`src/rtl/csvs_pkg.sv`:
```
package csvs_pkg;

    localparam int OFFSET_BITS = 32;
    localparam int REC_BITS    = 32;

    localparam logic [7:0] QUOTE_CHAR   = 8'h22;
    localparam logic [7:0] NEWLINE_CHAR = 8'h0A;

    typedef logic [OFFSET_BITS-1:0] t_pos;
    typedef logic [REC_BITS-1:0]    t_rec;

    typedef struct packed {
        logic [7:0] data_byte;
        logic       last_byte;
        logic       empty_buffer;
    } t_item;

endpackage

```
`src/rtl/csv_record_start_scanner.sv`:
```
// the result passes through the input register, then the result register, once the input item is accepted
// throughput: one byte per cycle while i_ready does not hold back the output; set by the flag and position update
// a byte that starts no record gives no result item
// reset: synchronous active low; clears quote flags, position and both valid bits,
// and arms a record start at offset zero
module csv_record_start_scanner
    import csvs_pkg::*;
(
    input  logic       i_clk,
    input  logic       i_rst_n,
    input  logic       i_valid,
    output logic       o_ready,
    input  logic [7:0] i_data_byte,
    input  logic       i_last_byte,
    input  logic       i_empty_buffer,
    output logic       o_valid,
    input  logic       i_ready,
    output logic [31:0] o_record_start
);

    t_item in_item;
    t_item reg_item;
    logic  reg_valid;
    logic  core_ready;

    assign in_item.data_byte    = i_data_byte;
    assign in_item.last_byte    = i_last_byte;
    assign in_item.empty_buffer = i_empty_buffer;

    csvs_in_reg u_in_reg (
        .i_clk   (i_clk),
        .i_rst_n (i_rst_n),
        .i_valid (i_valid),
        .o_ready (o_ready),
        .i_item  (in_item),
        .o_valid (reg_valid),
        .i_ready (core_ready),
        .o_item  (reg_item)
    );

    csvs_scan_core u_core (
        .i_clk          (i_clk),
        .i_rst_n        (i_rst_n),
        .i_valid        (reg_valid),
        .o_ready        (core_ready),
        .i_item         (reg_item),
        .o_valid        (o_valid),
        .i_ready        (i_ready),
        .o_record_start (o_record_start)
    );

endmodule

```
`src/rtl/csvs_in_reg.sv`:
```
module csvs_in_reg
    import csvs_pkg::*;
(
    input  logic  i_clk,
    input  logic  i_rst_n,
    input  logic  i_valid,
    output logic  o_ready,
    input  t_item i_item,
    output logic  o_valid,
    input  logic  i_ready,
    output t_item o_item
);

    logic  r_valid;
    t_item r_item;

    assign o_ready = !r_valid || i_ready;
    assign o_valid = r_valid;
    assign o_item  = r_item;

    always_ff @(posedge i_clk) begin
        if (!i_rst_n) begin
            r_valid <= 1'b0;
        end else if (o_ready) begin
            r_valid <= i_valid;
        end
        if (o_ready && i_valid) begin
            r_item <= i_item;
        end
    end

endmodule

```
`src/rtl/csvs_scan_core.sv`:
```
module csvs_scan_core
    import csvs_pkg::*;
(
    input  logic  i_clk,
    input  logic  i_rst_n,
    input  logic  i_valid,
    output logic  o_ready,
    input  t_item i_item,
    output logic  o_valid,
    input  logic  i_ready,
    output t_rec  o_record_start
);

    logic r_iq;
    logic r_qp;
    logic r_sp;
    t_pos r_pos;
    logic r_out_valid;
    t_rec r_out_rec;

    logic n_iq;
    logic n_qp;
    logic n_sp;
    t_pos n_pos;
    logic advance;
    logic emit;
    logic is_quote;
    logic is_nl;
    logic esc;
    logic iq_mid;
    logic eff_quote;
    t_rec rec_val;

    assign o_ready = !r_out_valid || i_ready;
    assign advance = i_valid && o_ready;
    assign o_valid = r_out_valid;
    assign o_record_start = r_out_rec;

    always_comb begin
        is_quote  = (i_item.data_byte == QUOTE_CHAR);
        is_nl     = (i_item.data_byte == NEWLINE_CHAR);
        esc       = r_qp && is_quote;
        iq_mid    = (r_qp && !is_quote) ? 1'b0 : r_iq;
        eff_quote = is_quote && !esc;
        emit      = i_item.empty_buffer || r_sp;
        rec_val   = i_item.empty_buffer ? '0 : REC_BITS'(r_pos);
        n_qp      = eff_quote && iq_mid;
        n_iq      = iq_mid || eff_quote;
        n_sp      = is_nl && !iq_mid;
        n_pos     = (r_pos == '1) ? r_pos : r_pos + t_pos'(1);
        // end of buffer or empty marker returns to the start of a buffer
        if (i_item.empty_buffer || i_item.last_byte) begin
            n_qp  = 1'b0;
            n_iq  = 1'b0;
            n_sp  = 1'b1;
            n_pos = '0;
        end
    end

    always_ff @(posedge i_clk) begin
        if (!i_rst_n) begin
            r_iq        <= 1'b0;
            r_qp        <= 1'b0;
            r_sp        <= 1'b1;
            r_pos       <= '0;
            r_out_valid <= 1'b0;
        end else begin
            if (advance) begin
                r_iq  <= n_iq;
                r_qp  <= n_qp;
                r_sp  <= n_sp;
                r_pos <= n_pos;
            end
            if (o_ready) begin
                r_out_valid <= advance && emit;
            end
        end
        if (advance && emit) begin
            r_out_rec <= rec_val;
        end
    end

    a_qp_inside: assert property (@(posedge i_clk) disable iff (!i_rst_n)
        r_qp |-> r_iq)
        else $error("quote pending outside quotes");

    a_empty_zero: assert property (@(posedge i_clk) disable iff (!i_rst_n)
        advance && i_item.empty_buffer |=> r_out_valid && r_out_rec == '0)
        else $error("empty buffer did not report offset zero");

    a_last_reset: assert property (@(posedge i_clk) disable iff (!i_rst_n)
        advance && i_item.last_byte |=> r_pos == '0 && r_sp && !r_iq)
        else $error("state not restored after last item");

    a_sat_hold: assert property (@(posedge i_clk) disable iff (!i_rst_n)
        advance && r_pos == '1 && !i_item.last_byte && !i_item.empty_buffer
        |=> r_pos == '1)
        else $error("position left saturation");

endmodule

```
`config.mk`:
```
export PLATFORM = sky130hd
export DESIGN_NAME = csv_record_start_scanner
export DESIGN_NICKNAME = d
export VERILOG_FILES = /design/src/rtl/csvs_pkg.sv /design/src/rtl/csv_record_start_scanner.sv /design/src/rtl/csvs_in_reg.sv /design/src/rtl/csvs_scan_core.sv
export SDC_FILE = /design/constraint.sdc
export NUM_CORES = 1
export LEC_CHECK = 0
export BUFFER_PORTS_ARGS = -buffer_cell sky130_fd_sc_hd__buf_4
export CORE_ASPECT_RATIO = 2
export CORE_MARGIN = 3
export CORE_UTILIZATION = 44
export CTS_BUF_LIST = sky130_fd_sc_hd__clkbuf_8
export DETAILED_ROUTE_END_ITERATION = 8
export SLEW_MARGIN = 20
export SYNTH_ARGS = -nofsm -noshare
export SYNTH_HDL_FRONTEND = slang
export SYNTH_SLANG_ARGS = --single-unit
```
`constraint.sdc`:
```
create_clock -name i_clk -period 5.4 [get_ports i_clk]
set_clock_uncertainty 0.2 [all_clocks]
set_input_delay 0.54 -clock i_clk [delete_from_list [all_inputs] [get_ports i_clk]]
set_output_delay 0.54 -clock i_clk [all_outputs]
set_load 0.05 [all_outputs]
```
==> metrics.md <==
| Metric | Value |
|---|---|
| Result of the run | `finished, final reports clean` |
| Clock buffers created by TritonCTS | `9` |
| Period utilization | `0.536` |
| Setup-failing EPs final | `0` |
| Number of failing hold endpoints at the final stage | `0` |
| Number of antenna violations at the first check in global routing | `0` |
| Number of port buffers | `47` |
| Origin of the worst min-delay path | `i_data_byte[6]` |
| Antenna Violating Nets Remaining | `0` |
| Post CTS Setup Buffer Count | `0` |
| Highest Clock Rate | `between 300 and 400 MHz` |
| Clock network fraction of total power | `0.388` |
| Layout cell share with drive strength beyond 1 | `0.212` |
| Register clock-pin slew on the reported worst setup and hold paths | `90 ps` |
| Post-layout minimum cycle time | `between 2000 and 3000 ps` |
| Kind of critical path | `reg -> reg` |
| WL final | `around 9.8 mm` |
| Hold Slack | `around 140 ps` |
| RSZ-0062 raised after global routing | `false` |
| Max transition margin | `0.258` |
| Hold/Removal Path Class | `in -> reg` |
| Y dimension of the die | `~140 um` |
| Sequential group share of total power | `0.519` |
| Worst IR drop on VDD | `~0.00023 V` |
| Root Driver | `clkbuf_8` |
| Slew at the pin with the worst max-slew slack | `1110 ps` |
| Die Area | `roughly 10000 um^2` |
| Fraction of synthesized cell area taken by the top area cell type | `0.328` |
| I/O pin cnt | `between 40 and 50` |
| Wire length per cell after detailed routing | `~19 um` |
| Layout filler cell count | `~760` |
| Die X | `72.1 um` |
| Residual DRC | `0` |
| Count of placed standard cells including taps | `498` |
| Number of core rows | `47` |
| Via count normalized by instance count | `about 6.2` |
| Antenna cell count | `0` |
| Post-synthesis cell area | `between 3000 and 4000 um^2` |
| Number of nets in the synthesized netlist | `about 390` |
| Synth top area cells | `edfxtp_1 (33%), dfxtp_1 (19%), nor2b_1 (5.4%)` |
| Launch point of the worst path | `u_core.o_valid` |
| Largest net degree at the start of global routing | `38` |
| Detailed Place HPWL | `~6.7 mm` |
| Number of global-route vias before repair | `between 3000 and 4000` |
| Static power due to leakage | `about 1.5 nW` |
| Placement Cell Area | `4200 um^2` |
| Cells after synthesis | `roughly 370` |
| Clk Latency, worst-skew pair | `370 ps` |
| DRT Pass-1 Iters | `5` |
| Switching part of the total | `0.247` |
| Net count, final | `between 400 and 500` |
| Wire length of the first global-routing pass | `about 16 mm` |
| Number of enable-type register cells in the synthesized netlist | `42` |
| Kind of capture point of the worst setup path | `flop` |
| Cell Chain, Critical Path | `nand2b_1 -> nand2_1 -> nor2_2 -> buf_4` |
| Post-synthesis sequential element count | `79` |
| Final Instance Area | `4420 um^2` |
| Cell with the biggest individual delay on the critical path | `nor2_2` |
| Synth cell types | `60` |
| Post-Layout Cell Count | `between 500 and 600` |
| Post-CTS resize count | `0` |
| Start of the worst register-to-register path | `u_core.o_valid` |
| Number of H-tree levels | `3` |
| Fin Setup TNS | `0 ps` |
| Stage delay of the slowest cell on the critical path | `890 ps` |
| Data required, critical path | `around 5200 ps` |
| Crit Path Max Fanout | `27` |
| Combinational share of power | `0.093` |
| Maximum buffer depth of the clock tree | `2` |
| Starting utilization of the core area | `0.457` |
| Element type at the critical path start | `flop` |
| Via count | `3172` |
| GR Overflow Total | `0` |
| Last weighted congestion value of the routability-driven placer | `between 0.8 and 0.9` |
| Largest area contributor in the netlist | `edfxtp_1` |
| CTS tree | `yes` |
| Cell internal power dissipation | `0.000951 W` |
| Average cell area after synthesis | `10.3 um^2` |
| Max-Cap Viols | `0` |
| Cell Pwr Density | `approximately 290 nW/um^2` |
| Number of sinks driven by the clock tree | `79` |
| P&R area growth vs syn | `15.1%` |
| Switching pwr | `roughly 0.00031 W` |
| Part of the Yosys area used for sequential elements | `0.521` |
| Primary flip-flop cell chosen by synthesis mapping | `edfxtp_1` |
| Hold Buf Count CTS | `0` |
| Max Transition Viols Final | `0` |
| Number of warnings reported in the yosys synthesis log | `0` |
| Async S/R FF share, synth | `0` |
| Final core utilization | `0.526` |
| Number of DRC markers after the initial detailed-route iteration | `~340` |
| Arrival time worst endpoint | `approximately 2700 ps` |
| Overall track demand over capacity in global routing | `0.205` |
| Core ar. | `around 8400 um^2` |
[sequential cells by signal (all words and copies together), names as in the netlist]
| signal | cells |
|---|---|
| u_in_reg.o_valid | 1 |
| u_core.o_valid | 1 |
| u_core.r_pos | 32 |
| u_core.r_sp | 1 |
| u_core.r_iq | 1 |
| u_core.o_record_start | 32 |
| u_core.r_qp | 1 |
| u_in_reg.o_item | 10 |
[per-layer routing]
| metal | track usage | part of all wire | up-vias |
|---|---|---|---|
| li1 | - | - | 1513 |
| met4 | 0.0981 | 0.035 | 0 |
| met1 | 0.231 | 0.37 | 1509 |
| met2 | 0.359 | 0.54 | 129 |
| met3 | 0.0400 | 0.050 | 21 |
| met5 | 0 | 0 | - |
[cell usage in the layout, fill, tap and decap left out, types with 14 or more instances in the layout]
cell       n
buf_4     53
nand4_1   15
nor2b_1   33
o211ai_1  14
nand2_1   29
dfxtp_1   37
nand3_1   16
nor2_1    24
o21ai_0   14
a31oi_1   15
edfxtp_1  42
[Yosys cell counts, drive strengths merged, types with 2 or more instances]
master / number
or4: 5
and2: 6
o31ai: 2
o221a: 4
nand2: 29
o311ai: 3
a21oi: 12
clkbuf: 13
and3: 7
and4: 4
nand3: 18
o211ai: 14
a41o: 2
nor3: 6
or2: 2
buf: 11
inv: 3
o21bai: 2
nor2: 25
nand3b: 2
a41oi: 5
edfxtp: 42
nor3b: 2
o41ai: 2
nand4: 15
nor2b: 33
or3: 7
o21ai: 14
o211a: 2
o311a: 3
dfxtp: 37
nor4: 7
a31oi: 15
[power groups by stage]
| stage | combinational, W | clock [W] | sequential (W) |
|---|---|---|---|
| 2_1_floorplan | 0.0000360 | 0 | 0.000714 |
| 3_3_place_gp | 0.000117 | 0 | 0.000669 |
| 3_5_place_dp | 0.000118 | 0 | 0.000669 |
| 4_1_cts | 0.000119 | 0.000499 | 0.000656 |
| 5_1_grt | 0.000124 | 0.000520 | 0.000657 |
| 6_report | 0.000118 | 0.000490 | 0.000655 |
[final timing paths]
kind,end,slack (ps),depth (start not counted)
setup / recovery,u_core.o_record_start[29],2500,4
hold reg to reg,u_core.r_sp,300,2
hold / removal,u_in_reg.o_item[8],140,1
setup reg to reg,u_core.o_record_start[29],2500,4
[metrics by stage]
step                power [W]  setup WS, ps
floorplan            0.000750          2310
CTS                   0.00127          2480
global route          0.00130          2300
finish                0.00126          2500
detailed placement   0.000788          2170
global placement     0.000786          2280
[kinds of logic after synthesis]
logic type,count (synthesis),synth area share
AOI/OAI and AO/OA,90,0.169
adders and majority gates,1,0.00326
buffers and inverters,29,0.0469
DFF,79,0.521
muxes,1,0.00261
and+or+nand+nor,172,0.257
[critical path: cells and delay by family, from the launching register on]
kind	cells	cell delay [ps]
DFF	1	320
and+or+nand+nor	3	1620
buffers and inverters	1	410
[layout make-up]
cell class | count | area [um^2] | area share
inverter | 4 | 15.0 | 0.00340
sequential | 79 | 2000 | 0.453
clock inverter | 6 | 83.8 | 0.0190
timing repair buffer | 53 | 398 | 0.0900
clock buffer | 10 | 138 | 0.0311
tap | 98 | 123 | 0.0277
multi-input combinational | 264 | 1660 | 0.376
(Power assumes the default switching activity.)
